==> config.mk <==
export PLATFORM = sky130hd
export DESIGN_NAME = audio_sample_format_converter_flat
export DESIGN_NICKNAME = d
export VERILOG_FILES = /design/src/asfc_pkg.sv /design/src/asfc_if.sv /design/src/asfc_decode.sv /design/src/asfc_align.sv /design/src/asfc_pack.sv /design/src/audio_sample_format_converter.sv /design/src/flat_wrapper.sv
export SDC_FILE = /design/constraint.sdc
export NUM_CORES = 2
export LEC_CHECK = 0
export BUFFER_PORTS_ARGS = -buffer_cell sky130_fd_sc_hd__buf_2
export CORE_AREA = 2 2 321 323
export DETAILED_ROUTE_END_ITERATION = 12
export DIE_AREA = 0 0 323 325
export SYNTH_ARGS = -nofsm -noshare
export SYNTH_HDL_FRONTEND = slang
export SYNTH_HIERARCHICAL = 1
export SYNTH_SLANG_ARGS = --single-unit
==> constraint.sdc <==
create_clock -name clk_i -period 8.1 [get_ports clk_i]
set_input_delay 0.405 -clock clk_i [delete_from_list [all_inputs] [get_ports clk_i]]
set_output_delay 0.405 -clock clk_i [all_outputs]
set_load 0.02 [all_outputs]
==> src/asfc_pkg.sv <==
// ----------------------------------------------------------------------------
// asfc_pkg
// shared types, codes and helpers of the audio sample format converter
// ----------------------------------------------------------------------------
package asfc_pkg;

  localparam logic [1:0] FMT_I16 = 2'd0;
  localparam logic [1:0] FMT_F32 = 2'd1;
  localparam logic [1:0] FMT_I32 = 2'd2;
  localparam logic [1:0] FMT_I24 = 2'd3;

  localparam logic [1:0] MODE_COPY = 2'd0;
  localparam logic [1:0] MODE_I2I  = 2'd1;
  localparam logic [1:0] MODE_I2F  = 2'd2;
  localparam logic [1:0] MODE_F2I  = 2'd3;

  localparam logic [1:0] CFG_SOURCE = 2'd0;
  localparam logic [1:0] CFG_TARGET = 2'd1;

  localparam int unsigned NumStages = 6;

  typedef struct packed {
    logic [1:0]  mode;
    logic [1:0]  src;
    logic [1:0]  dst;
    logic        last;
    logic        sign;
    logic        zero;
    logic [7:0]  fexp;
    logic [31:0] val;
  } s1_t;

  typedef struct packed {
    logic [1:0]  mode;
    logic [1:0]  src;
    logic [1:0]  dst;
    logic        last;
    logic        sign;
    logic        zero;
    logic [7:0]  fexp;
    logic [5:0]  lz;
    logic [31:0] val;
    logic [47:0] prod;
  } s2_t;

  typedef struct packed {
    logic [1:0]  mode;
    logic [1:0]  src;
    logic [1:0]  dst;
    logic        last;
    logic        sign;
    logic        zero;
    logic [5:0]  lz;
    logic [31:0] val;
    logic [23:0] kept;
    logic        g;
    logic        st;
    logic [9:0]  ee;
  } s3_t;

  typedef struct packed {
    logic [1:0]  mode;
    logic [1:0]  src;
    logic [1:0]  dst;
    logic        last;
    logic        sign;
    logic        zero;
    logic [5:0]  lz;
    logic [31:0] val;
    logic [47:0] wide;
    logic [24:0] rr;
    logic [9:0]  ee;
  } s4_t;

  typedef struct packed {
    logic [1:0]  mode;
    logic [1:0]  dst;
    logic        last;
    logic        sign;
    logic        zero;
    logic [31:0] val;
    logic [26:0] qn;
    logic        stk;
    logic [7:0]  bexp;
    logic [32:0] mag;
  } s5_t;

  typedef struct packed {
    logic [31:0] sample;
    logic        last;
  } res_t;

  function automatic logic [5:0] lzc32(input logic [31:0] v);
    logic [5:0] n;
    logic       done;
    n    = 6'd32;
    done = 1'b0;
    for (int i = 31; i >= 0; i--) begin
      if (!done && v[i]) begin
        n    = 6'(31 - i);
        done = 1'b1;
      end
    end
    return n;
  endfunction

endpackage

==> src/asfc_if.sv <==
// ----------------------------------------------------------------------------
// asfc interfaces
// sample request channels and the configuration write channel
// ----------------------------------------------------------------------------
interface asfc_in_if;
  logic        valid;
  logic        ready;
  logic [31:0] sample_in;
  logic        last_in;
  modport source(output valid, sample_in, last_in, input ready);
  modport sink(input valid, sample_in, last_in, output ready);
endinterface

interface asfc_out_if;
  logic        valid;
  logic        ready;
  logic [31:0] sample_out;
  logic        last_out;
  modport source(output valid, sample_out, last_out, input ready);
  modport sink(input valid, sample_out, last_out, output ready);
endinterface

interface asfc_cfg_if;
  logic       valid;
  logic       ready;
  logic [1:0] index;
  logic [1:0] data;
  modport source(output valid, index, data, input ready);
  modport sink(input valid, index, data, output ready);
endinterface

==> src/asfc_decode.sv <==
// ----------------------------------------------------------------------------
// asfc_decode
// stages 1-2: format decode, unpack, leading zero count, scale multiply
// ----------------------------------------------------------------------------
module asfc_decode (
  input  logic                 clk_i,
  input  logic                 rst_ni,
  input  logic [1:0]           src_fmt_i,
  input  logic [1:0]           dst_fmt_i,
  input  logic                 valid_i,
  output logic                 ready_o,
  input  logic [31:0]          sample_i,
  input  logic                 last_i,
  output logic                 valid_o,
  input  logic                 ready_i,
  output asfc_pkg::s2_t        data_o
);
  import asfc_pkg::*;

  logic  va_q, vb_q, en_a, en_b;
  s1_t   a_d, a_q;
  s2_t   b_d, b_q;
  logic [31:0] al, n;
  logic [22:0] k;

  assign en_b    = !vb_q || ready_i;
  assign en_a    = !va_q || en_b;
  assign ready_o = en_a;
  assign valid_o = vb_q;
  assign data_o  = b_q;

  always_comb begin
    a_d      = '0;
    a_d.src  = src_fmt_i;
    a_d.dst  = dst_fmt_i;
    a_d.last = last_i;
    if (src_fmt_i == FMT_F32 && dst_fmt_i == FMT_F32) a_d.mode = MODE_COPY;
    else if (src_fmt_i == FMT_F32)                    a_d.mode = MODE_F2I;
    else if (dst_fmt_i == FMT_F32)                    a_d.mode = MODE_I2F;
    else                                              a_d.mode = MODE_I2I;

    case (src_fmt_i)
      FMT_I16: al = {sample_i[15:0], 16'd0};
      FMT_I24: al = {sample_i[23:0], 8'd0};
      default: al = sample_i;
    endcase
    case (src_fmt_i)
      FMT_I16: n = {{16{sample_i[15]}}, sample_i[15:0]};
      FMT_I24: n = {{8{sample_i[23]}}, sample_i[23:0]};
      default: n = sample_i;
    endcase

    case (a_d.mode)
      MODE_COPY: a_d.val = sample_i;
      MODE_I2I: begin
        case (dst_fmt_i)
          FMT_I16: a_d.val = {16'd0, al[31:16]};
          FMT_I24: a_d.val = {8'd0, al[31:8]};
          default: a_d.val = al;
        endcase
      end
      MODE_I2F: begin
        a_d.sign = n[31];
        a_d.val  = n[31] ? (~n + 32'd1) : n;
        a_d.zero = (n == 32'd0);
      end
      default: begin
        a_d.sign = sample_i[31];
        if (sample_i[30:23] == 8'hff && sample_i[22:0] != 23'd0) begin
          a_d.zero = 1'b1;
        end else if (sample_i[30:23] >= 8'd127) begin
          a_d.fexp = 8'd127;
          a_d.val  = 32'h0080_0000;
        end else if (sample_i[30:23] == 8'd0) begin
          a_d.zero = 1'b1;
        end else begin
          a_d.fexp = sample_i[30:23];
          a_d.val  = {8'd0, 1'b1, sample_i[22:0]};
        end
      end
    endcase
  end

  always_comb begin
    case (a_q.dst)
      FMT_I16: k = 23'd32767;
      FMT_I24: k = 23'd8388607;
      default: k = 23'd1;
    endcase
    b_d.mode = a_q.mode;
    b_d.src  = a_q.src;
    b_d.dst  = a_q.dst;
    b_d.last = a_q.last;
    b_d.sign = a_q.sign;
    b_d.zero = a_q.zero;
    b_d.fexp = a_q.fexp;
    b_d.val  = a_q.val;
    b_d.lz   = lzc32(a_q.val);
    b_d.prod = {24'd0, a_q.val[23:0]} * {25'd0, k};
  end

  always_ff @(posedge clk_i or negedge rst_ni) begin
    if (!rst_ni) begin
      va_q <= 1'b0;
      vb_q <= 1'b0;
    end else begin
      if (en_a) va_q <= valid_i;
      if (en_b) vb_q <= va_q;
    end
  end

  always_ff @(posedge clk_i) begin
    if (en_a && valid_i) a_q <= a_d;
    if (en_b && va_q)    b_q <= b_d;
  end

endmodule

==> src/asfc_align.sv <==
// ----------------------------------------------------------------------------
// asfc_align
// stages 3-4: normalize shift, float to int rounding, reciprocal estimate
// ----------------------------------------------------------------------------
module asfc_align (
  input  logic          clk_i,
  input  logic          rst_ni,
  input  logic          valid_i,
  output logic          ready_o,
  input  asfc_pkg::s2_t data_i,
  output logic          valid_o,
  input  logic          ready_i,
  output asfc_pkg::s4_t data_o
);
  import asfc_pkg::*;

  logic  va_q, vb_q, en_a, en_b;
  s3_t   a_d, a_q;
  s4_t   b_d, b_q;
  logic [5:0]  base, lead;
  logic [4:0]  sh;
  logic [47:0] lo;
  logic [26:0] a0;
  logic [47:0] p;

  assign en_b    = !vb_q || ready_i;
  assign en_a    = !va_q || en_b;
  assign ready_o = en_a;
  assign valid_o = vb_q;
  assign data_o  = b_q;

  always_comb begin
    case (data_i.dst)
      FMT_I16: base = 6'd37;
      FMT_I24: base = 6'd45;
      default: base = 6'd23;
    endcase
    lead = data_i.prod[base + 6'd1] ? base + 6'd1 : base;
    sh   = 5'(lead - 6'd23);
    lo   = data_i.prod << (6'd48 - {1'b0, sh});

    a_d.mode = data_i.mode;
    a_d.src  = data_i.src;
    a_d.dst  = data_i.dst;
    a_d.last = data_i.last;
    a_d.sign = data_i.sign;
    a_d.zero = data_i.zero;
    a_d.lz   = data_i.lz;
    a_d.val  = (data_i.mode == MODE_I2F) ? (data_i.val << data_i.lz) : data_i.val;
    a_d.kept = 24'(data_i.prod >> sh);
    a_d.g    = lo[47];
    a_d.st   = |lo[46:0];
    a_d.ee   = {2'b00, data_i.fexp} - 10'd150 + {5'd0, sh}
             + ((data_i.dst == FMT_I32) ? 10'd31 : 10'd0);
  end

  always_comb begin
    a0 = {1'b0, a_q.val[31:16], 10'd0} + {16'd0, a_q.val[31:21]};
    p  = {1'b0, a_q.val[31:8], 23'd0} + {24'd0, a_q.val[31:8]};
    b_d.mode = a_q.mode;
    b_d.src  = a_q.src;
    b_d.dst  = a_q.dst;
    b_d.last = a_q.last;
    b_d.sign = a_q.sign;
    b_d.zero = a_q.zero;
    b_d.lz   = a_q.lz;
    b_d.val  = a_q.val;
    b_d.wide = (a_q.src == FMT_I16) ? {21'd0, a0} : p;
    b_d.rr   = {1'b0, a_q.kept} + {24'd0, a_q.g & (a_q.st | a_q.kept[0])};
    b_d.ee   = a_q.ee;
  end

  always_ff @(posedge clk_i or negedge rst_ni) begin
    if (!rst_ni) begin
      va_q <= 1'b0;
      vb_q <= 1'b0;
    end else begin
      if (en_a) va_q <= valid_i;
      if (en_b) vb_q <= va_q;
    end
  end

  always_ff @(posedge clk_i) begin
    if (en_a && valid_i) a_q <= a_d;
    if (en_b && va_q)    b_q <= b_d;
  end

endmodule

==> src/asfc_pack.sv <==
// ----------------------------------------------------------------------------
// asfc_pack
// stages 5-6: quotient correction, integer scaling, rounding and packing
// ----------------------------------------------------------------------------
module asfc_pack (
  input  logic           clk_i,
  input  logic           rst_ni,
  input  logic           valid_i,
  output logic           ready_o,
  input  asfc_pkg::s4_t  data_i,
  output logic           valid_o,
  input  logic           ready_i,
  output asfc_pkg::res_t data_o
);
  import asfc_pkg::*;

  logic  va_q, vb_q, en_a, en_b;
  s5_t   a_d, a_q;
  res_t  b_d, b_q;
  logic [16:0] r17;
  logic        ge;
  logic [26:0] q;
  logic [9:0]  nsh;
  logic [23:0] mant;
  logic [24:0] rnd;
  logic        gb, sb;
  logic [7:0]  ex;
  logic [31:0] sv;

  assign en_b    = !vb_q || ready_i;
  assign en_a    = !va_q || en_b;
  assign ready_o = en_a;
  assign valid_o = vb_q;
  assign data_o  = b_q;

  always_comb begin
    r17 = data_i.wide[16:0] - {data_i.wide[1:0], 15'd0};
    ge  = (r17 >= 17'd32767);
    q   = ge ? (data_i.wide[26:0] + 27'd1) : data_i.wide[26:0];
    nsh = 10'd0 - data_i.ee;

    a_d      = '0;
    a_d.mode = data_i.mode;
    a_d.dst  = data_i.dst;
    a_d.last = data_i.last;
    a_d.sign = data_i.sign;
    a_d.zero = data_i.zero;
    a_d.val  = data_i.val;
    case (data_i.src)
      FMT_I16: begin
        a_d.stk = ge ? (r17 != 17'd32767) : (r17 != 17'd0);
        if (q[26]) begin
          a_d.qn   = q;
          a_d.bexp = 8'd144 - {2'b00, data_i.lz};
        end else begin
          a_d.qn   = {q[25:0], 1'b0};
          a_d.bexp = 8'd143 - {2'b00, data_i.lz};
        end
      end
      FMT_I24: begin
        if (data_i.wide[47]) begin
          a_d.qn   = data_i.wide[47:21];
          a_d.stk  = |data_i.wide[20:0];
          a_d.bexp = 8'd136 - {2'b00, data_i.lz};
        end else begin
          a_d.qn   = data_i.wide[46:20];
          a_d.stk  = |data_i.wide[19:0];
          a_d.bexp = 8'd135 - {2'b00, data_i.lz};
        end
      end
      default: begin
        a_d.qn   = data_i.val[31:5];
        a_d.stk  = |data_i.val[4:0];
        a_d.bexp = 8'd127 - {2'b00, data_i.lz};
      end
    endcase
    if (!data_i.ee[9])           a_d.mag = {8'd0, data_i.rr} << data_i.ee[3:0];
    else if (nsh > 10'd25)       a_d.mag = 33'd0;
    else                         a_d.mag = {8'd0, data_i.rr} >> nsh[4:0];
  end

  always_comb begin
    mant = a_q.qn[26:3];
    gb   = a_q.qn[2];
    sb   = a_q.qn[1] | a_q.qn[0] | a_q.stk;
    rnd  = {1'b0, mant} + {24'd0, gb & (sb | mant[0])};
    ex   = rnd[24] ? a_q.bexp + 8'd1 : a_q.bexp;
    sv   = a_q.sign ? (~a_q.mag[31:0] + 32'd1) : a_q.mag[31:0];
    b_d.last = a_q.last;
    case (a_q.mode)
      MODE_I2F: b_d.sample = a_q.zero ? 32'd0 : {a_q.sign, ex, rnd[22:0]};
      MODE_F2I: begin
        if (a_q.zero) begin
          b_d.sample = 32'd0;
        end else begin
          case (a_q.dst)
            FMT_I16: b_d.sample = {16'd0, sv[15:0]};
            FMT_I24: b_d.sample = {8'd0, sv[23:0]};
            default: b_d.sample = (!a_q.sign && a_q.mag[32:31] != 2'b00)
                                  ? 32'h7fff_ffff : sv;
          endcase
        end
      end
      default: b_d.sample = a_q.val;
    endcase
  end

  always_ff @(posedge clk_i or negedge rst_ni) begin
    if (!rst_ni) begin
      va_q <= 1'b0;
      vb_q <= 1'b0;
    end else begin
      if (en_a) va_q <= valid_i;
      if (en_b) vb_q <= va_q;
    end
  end

  always_ff @(posedge clk_i) begin
    if (en_a && valid_i) a_q <= a_d;
    if (en_b && va_q)    b_q <= b_d;
  end

endmodule

==> src/audio_sample_format_converter.sv <==
// throughput: one sample per cycle while the output is not stalled, six-stage pipeline with per-stage valids
// stalls ripple back stage by stage, so bubbles are filled while a result waits
// reset clears all stage valids and sets both formats to int16
// ----------------------------------------------------------------------------
// audio_sample_format_converter
// pcm sample conversion between int16, int24, int32 and float32
// ----------------------------------------------------------------------------
module audio_sample_format_converter (
  input  logic     clk_i,
  input  logic     rst_ni,
  asfc_cfg_if.sink cfg_i,
  asfc_in_if.sink  in_i,
  asfc_out_if.source out_o
);
  import asfc_pkg::*;

  logic [1:0] src_fmt_q, dst_fmt_q;
  logic       v2, r2, v4, r4;
  s2_t        d2;
  s4_t        d4;
  res_t       d6;

  assign cfg_i.ready = 1'b1;

  always_ff @(posedge clk_i or negedge rst_ni) begin
    if (!rst_ni) begin
      src_fmt_q <= FMT_I16;
      dst_fmt_q <= FMT_I16;
    end else if (cfg_i.valid) begin
      if (cfg_i.index == CFG_SOURCE) src_fmt_q <= cfg_i.data;
      if (cfg_i.index == CFG_TARGET) dst_fmt_q <= cfg_i.data;
    end
  end

  asfc_decode u_decode (
    .clk_i, .rst_ni,
    .src_fmt_i (src_fmt_q),
    .dst_fmt_i (dst_fmt_q),
    .valid_i   (in_i.valid),
    .ready_o   (in_i.ready),
    .sample_i  (in_i.sample_in),
    .last_i    (in_i.last_in),
    .valid_o   (v2),
    .ready_i   (r2),
    .data_o    (d2)
  );

  asfc_align u_align (
    .clk_i, .rst_ni,
    .valid_i (v2),
    .ready_o (r2),
    .data_i  (d2),
    .valid_o (v4),
    .ready_i (r4),
    .data_o  (d4)
  );

  asfc_pack u_pack (
    .clk_i, .rst_ni,
    .valid_i (v4),
    .ready_o (r4),
    .data_i  (d4),
    .valid_o (out_o.valid),
    .ready_i (out_o.ready),
    .data_o  (d6)
  );

  assign out_o.sample_out = d6.sample;
  assign out_o.last_out   = d6.last;

endmodule

==> src/flat_wrapper.sv <==
// flat-port wrapper written by rule: the top's interface ports become plain ports
module audio_sample_format_converter_flat import asfc_pkg::*;
  (clk_i, rst_ni, cfg_i_valid, cfg_i_index, cfg_i_data, cfg_i_ready, in_i_valid, in_i_sample_in, in_i_last_in, in_i_ready, out_o_valid, out_o_sample_out, out_o_last_out, out_o_ready);
  asfc_cfg_if cfg_i_i ();
  asfc_in_if in_i_i ();
  asfc_out_if out_o_i ();
  input  logic clk_i;
  input  logic rst_ni;
  input wire logic [$bits(cfg_i_i.valid)-1:0] cfg_i_valid;
  input wire logic [$bits(cfg_i_i.index)-1:0] cfg_i_index;
  input wire logic [$bits(cfg_i_i.data)-1:0] cfg_i_data;
  output wire logic [$bits(cfg_i_i.ready)-1:0] cfg_i_ready;
  input wire logic [$bits(in_i_i.valid)-1:0] in_i_valid;
  input wire logic [$bits(in_i_i.sample_in)-1:0] in_i_sample_in;
  input wire logic [$bits(in_i_i.last_in)-1:0] in_i_last_in;
  output wire logic [$bits(in_i_i.ready)-1:0] in_i_ready;
  output wire logic [$bits(out_o_i.valid)-1:0] out_o_valid;
  output wire logic [$bits(out_o_i.sample_out)-1:0] out_o_sample_out;
  output wire logic [$bits(out_o_i.last_out)-1:0] out_o_last_out;
  input wire logic [$bits(out_o_i.ready)-1:0] out_o_ready;
  assign cfg_i_i.valid = cfg_i_valid;
  assign cfg_i_i.index = cfg_i_index;
  assign cfg_i_i.data = cfg_i_data;
  assign cfg_i_ready = cfg_i_i.ready;
  assign in_i_i.valid = in_i_valid;
  assign in_i_i.sample_in = in_i_sample_in;
  assign in_i_i.last_in = in_i_last_in;
  assign in_i_ready = in_i_i.ready;
  assign out_o_valid = out_o_i.valid;
  assign out_o_sample_out = out_o_i.sample_out;
  assign out_o_last_out = out_o_i.last_out;
  assign out_o_i.ready = out_o_ready;
  audio_sample_format_converter u_core (.clk_i(clk_i), .rst_ni(rst_ni), .cfg_i(cfg_i_i), .in_i(in_i_i), .out_o(out_o_i));
endmodule
[Word level (Yosys, flattened, before mapping)]
Index checks and enable logic that the tools add are counted.
Operators by class
  add/sub/neg operators: 21
  multipliers: 1
  $lt $le $gt $ge: 4
  eq/ne operators: 17
  shifts and indexed selects: 5
  muxes and demuxes: 100
  bitwise operators: 8
  reductions and logical operators: 112
Operator list (count)
  32-bit one-hot mux with 2 select lines: 5
  32-bit 2-to-1 mux: 7
  32-bit one-hot mux with 3 select lines: 1
  5-bit 2-to-1 mux: 17
  27-bit 2-to-1 mux: 3
  39-bit 2-to-1 mux: 2
  36-bit one-hot mux with 2 select lines: 1
  33-bit 2-to-1 mux: 2
  32-bit by 1-bit adder with 32-bit output, second input constant: 2
  32-bit NOT: 2
  24-bit by 1-bit adder with 25-bit output: 2
  47-bit by 24-bit adder with 48-bit output: 1
  47-bit by 6-bit left shift with 48-bit output: 1
  24-bit by 23-bit multiplier with 47-bit output: 1
  47-bit OR reduction: 1
  47-bit by 5-bit right shift with 24-bit output: 1
  23-bit one-hot mux with 2 select lines: 1
  1-bit logical AND: 40
  1-bit zero test: 38
  1-bit 2-to-1 mux: 37
  36-bit 2-to-1 mux: 1
  25-bit by 4-bit left shift with 33-bit output: 1
  25-bit by 5-bit right shift with 33-bit output: 1
  32-bit zero test: 1
  48 further kinds: 99
Storage, ports and cells
  register bits: 515
  input port bits: 42
  output and inout port bits: 36
  word-level logic and storage cells: 336

[Depth between registers and ports, before layout]
  depth after elaboration: 94
  depth in mapped cells: 28
  depth with buffers taken out: 26

[By module]
The synthesis kept the hierarchy.
By module, submodules not included
  asfc_decode: instances 1, cells an instance 2011, area an instance 20704.9 um^2, sequential area each 4554.4 um^2
  asfc_align: instances 1, cells an instance 1189, area an instance 13322.8 um^2, sequential area each 6446.2 um^2
  asfc_pack: instances 1, cells an instance 1160, area an instance 11230.8 um^2, sequential area each 4284.1 um^2
  audio_sample_format_converter: instances 1, cells an instance 12, area an instance 176.4 um^2, sequential area each 100.1 um^2

[Worst setup path before layout]
No wires, ideal clock.
  kind: register -> register
  from: register u_core/u_decode/a_q[43] (netlist bit)
  to: register u_core.u_decode.b_q (netlist bit u_core/u_decode/data_o[43]) (data pin)
  library setup time: 0.260 ns
  arrival: 7.387 ns
  data required time: 7.840 ns
  setup slack: 0.452 ns
  cell stages (with the launch flop): 27
  buffers on the path: 1
  period minus slack after synthesis: 7.648 ns
  cells stage by stage: edfxtp_1 ha_1 clkbuf_1 nor2b_1 fa_1 fa_1 inv_1 fa_1 inv_1 fa_1 inv_1 fa_1 inv_1 fa_1 inv_1 fa_1 inv_1 ha_1 o21ai_0 a22oi_1 a21boi_0 a311o_1 a31oi_1 a221oi_1 nor3b_1 a41oi_1 xnor2_1
RTL lines
  start, declared: RTL line asfc_decode.sv:21  | s1_t a_d, a_q;
  start signal, assigned: RTL line asfc_decode.sv:113  | if (en_a && valid_i) a_q <= a_d;
  end signal, assigned: RTL line asfc_decode.sv:114  | if (en_b && va_q) b_q <= b_d;
  end, declared: RTL line asfc_decode.sv:22  | s2_t b_d, b_q;

==> results.tsv <==
stage	metric	value	unit
job	cap_violations	0	
die	placementRows	117	
grt	grt_usage	25.3	%
timing	min_period_over_period	95.8	%
drt	wire_per_inst	23.1	um
drt	drt_first_pass_iters	6	
worst_setup_path	cp-start-kind	flop	
timing	slew_viol_final	0	
placement	port_buffers	76	
worst_setup_path	cpMostUsedCell	fa_1	
timing	fin_skew	14.0	ps
drt	via_per_inst	5.87	
grt	antenna_found_initial	0	
clock_network	numCtsBuffers	54	
synthesis	ys_ff_latch	514	
worst_setup_path	cp_max_fo	25	
finish	antenna_cells	0	
worst_setup_path	slowest_stage	fa_1	
drt	wl_met2	63300	um
synthesis	ys_warn_count	6	
synthesis	syn_inst	4372	
drt	dr_wl_met3	7930	um
timing	max_slew_margin	30.7	%
placement	postPlaceCellArea	47300	um^2
die	fp.dieW	323	um
synthesis	synthTopCellsByArea	edfxtp_1 33%, fa_1 16%, ha_1 5.9%, inv_1 4.5%, mux4_2 4.1%	
synthesis	syn_avg_cell_area	10.4	um^2
grt	grt_max_degree	76	
drt	topRoutingLayerUsed	met4	
placement	hpwlAfterDp	106000	um
synthesis	synth_edf_count	504	
status	status	completed	
drt	num_vias	33900	
worst_setup_path	critPathKind	flop to flop	
drt	wl	133000	um
finish	fin_area	49000	um^2
finish	area_growth	7.90	%
clock_network	clk_path_buf_depth	3	
drt	ant_nets	0	
finish	num-fill-cells	9526	
worst_setup_path	slowest_delay	620	ps
synthesis	synth_largest_area_cell	edfxtp_1	
placement	gp_congestion	0.971	
drt	drtIter0Drc	3790	
clock_network	cts_num_sinks	514	
worst_setup_path	crit_path_end_kind	flop	
die	initial_core_util	44.9	%
finish	drive_above_1_share	9.35	%
synthesis	synth_top_area_share	33.3	%
worst_hold_path	hp-class	input pin to flop	
timing	rsz0062_at_grt	no	
die	die_area	105000	um^2
synthesis	synthArstFlopShare	1.95	%
grt	grt_pass1_wl	204000	um
grt	overflow	0	
drt	wl_met1	55900	um
synthesis	synth_ff_type	edfxtp_1	
grt	grt_pass1_vias	33200	
timing	worst_pin_slew	1040	ps
synthesis	netlist_area	45400	um^2
worst_setup_path	worstPathArrival	8110	ps
clock_network	worstSkewPairLatency	620	ps
worst_setup_path	worstPathRequired	8450	ps
drt	drcViolationCount	0	
timing	min_period	7760	ps
timing	finalHoldViolCount	0	
clock_network	cts-root-buf	clkbuf_16	
timing	fmax	129	MHz
die	core	101000	um^2
timing	setup_viol	0	
die	die_h	325	um
clock_network	clk_pin_slew_worst_paths	60	ps
clock_network	cts_tree	done	
finish	final_nets	4993	
die	ios	78	
synthesis	ys_seq_area_share	33.9	%
clock_network	cts_max_level	2	
synthesis	ys_types	103	
==> stage by stage <==
stage	hold WS [ps]	TNS, ps	util [%]	cells	setup WS, ps
2_1_floorplan	109	0	-	4373	452
3_3_place_gp	273	0	46.7	5672	33.9
3_5_place_dp	280	-86.0	46.7	5672	-86.0
4_1_cts	28.0	0	48.3	5774	105
5_1_grt	69.4	0	48.4	5774	1.74
6_report	74.2	0	48.4	5774	344
==> worst max-delay path: cells and delay by family, from the launching register on <==
kind | cells | cell delay (ps)
fa+ha+maj | 9 | 4290
compound gates | 9 | 1880
buf+inv | 6 | 620
flops | 1 | 390
simple gates | 1 | 280
==> cell usage after synthesis, types with 15 or more instances <==
library cell  number
a22oi_1           45
nor2_1           284
mux2i_1          167
a21o_1            28
nand2_1          391
nor3_1            67
mux2_2            35
ha_1             215
clkbuf_1         170
nand4_1           38
nand2b_1          48
and2_1            37
nor2b_1           28
a221oi_1          17
buf_1             20
o31ai_1           21
o22ai_1           28
o211ai_1          17
o21ai_0          203
a211oi_1          44
buf_2             23
or3_1             25
a221o_1           30
o221ai_1          30
mux4_2            83
xnor2_1          105
inv_1            550
a22o_1            21
a21oi_1          208
fa_1             371
edfxtp_1         504
nor4_1            35
xor2_1            79
a31oi_1           36
o21a_1            15
nand3_1           85
and3_1            29
==> path summary, 6_finish.rpt <==
kind | startpoint | end | slack, ps | depth (start not counted)
max reg2reg | u_core/u_decode/a_q[44] | u_core/u_decode/data_o[44] | 340 | 25
min | out_o_ready | u_core/u_pack/valid_o | 70 | 3
min reg2reg | u_core/u_decode/a_q[46] | u_core/u_decode/data_o[100] | 420 | 0
max in group asynchronous | rst_ni | u_core/u_decode/valid_o | 7710 | 2
min in group asynchronous | rst_ni | u_core/src_fmt_q[0] | 190 | 2
max | u_core/u_decode/a_q[44] | u_core/u_decode/data_o[44] | 340 | 25
==> state kept, by name, summed over array words and instances, names as in the netlist <==
register                 count
u_core/u_align/a_q          83
u_core/u_decode/va_q         1
u_core/u_pack/va_q           1
u_core/u_decode/a_q         49
u_core/u_decode/valid_o      1
u_core/u_align/data_o      130
u_core/u_pack/valid_o        1
u_core/u_align/va_q          1
u_core/u_align/valid_o       1
u_core/src_fmt_q             2
u_core/u_decode/data_o     101
u_core/u_pack/data_o        33
u_core/dst_fmt_q             2
u_core/u_pack/a_q          108
==> logic make-up (layout without fill, tap and decap cells) <==
logic type	after synthesis	count (layout)	share of synthesized area, %
XOR/XNOR	186	186	3.66
flip-flops	514	514	33.9
adder cells (fa/ha/maj)	586	586	22.3
multiplexers	291	291	8.84
buffers and inverters	780	813	6.61
AND/OR/NAND/NOR	1145	1145	12.0
AO/OA/AOI/OAI	868	868	12.7
other	2	3	0.0165
==> cell type report <==
cell class              instances  area (um^2)  area share [%]
well taps                    1368         1710            3.49
multi-input cells            3079        27200            55.4
clock buffers                  70         1450            2.97
repair buffers                159         1030            2.10
clock inverters                27          198           0.403
flip-flops and latches        514        15400            31.4
inverters                     557         2090            4.27
==> cell usage in the layout (no fill, tap or decap), drive strengths merged, types with 36 or more instances in the layout <==
master / n
mux4: 83
nor4: 38
mux2i: 168
nand3: 85
ha: 215
nor3: 68
nor2: 284
and2: 39
clkbuf: 70
xnor2: 106
fa: 371
a31oi: 36
nand4: 39
inv: 557
nand2b: 48
edfxtp: 504
a21oi: 208
buf: 154
a211oi: 45
o21ai: 205
xor2: 79
a22oi: 45
nand2: 391
mux2: 40
==> timing repair <==
item | in CTS | in global routing
endpoints found under the hold margin | 15 | 0
hold buffers | 5 | 0
endpoints found under the setup margin | 1 | 10
setup buffers | 0 | 0
gates resized for setup | 2 | 16
cloned | 0 | 0
==> metal layers <==
metal  GRT usage [%]  up-vias
met4            10.3        0
met3            2.57      268
met5               0        -
li1                -    15500
met1            34.6    16700
met2            41.1     1421
Power is left out: the tool's default activity adds up to more than one toggle a clock period on the data nets, which glitch-free logic cannot reach.
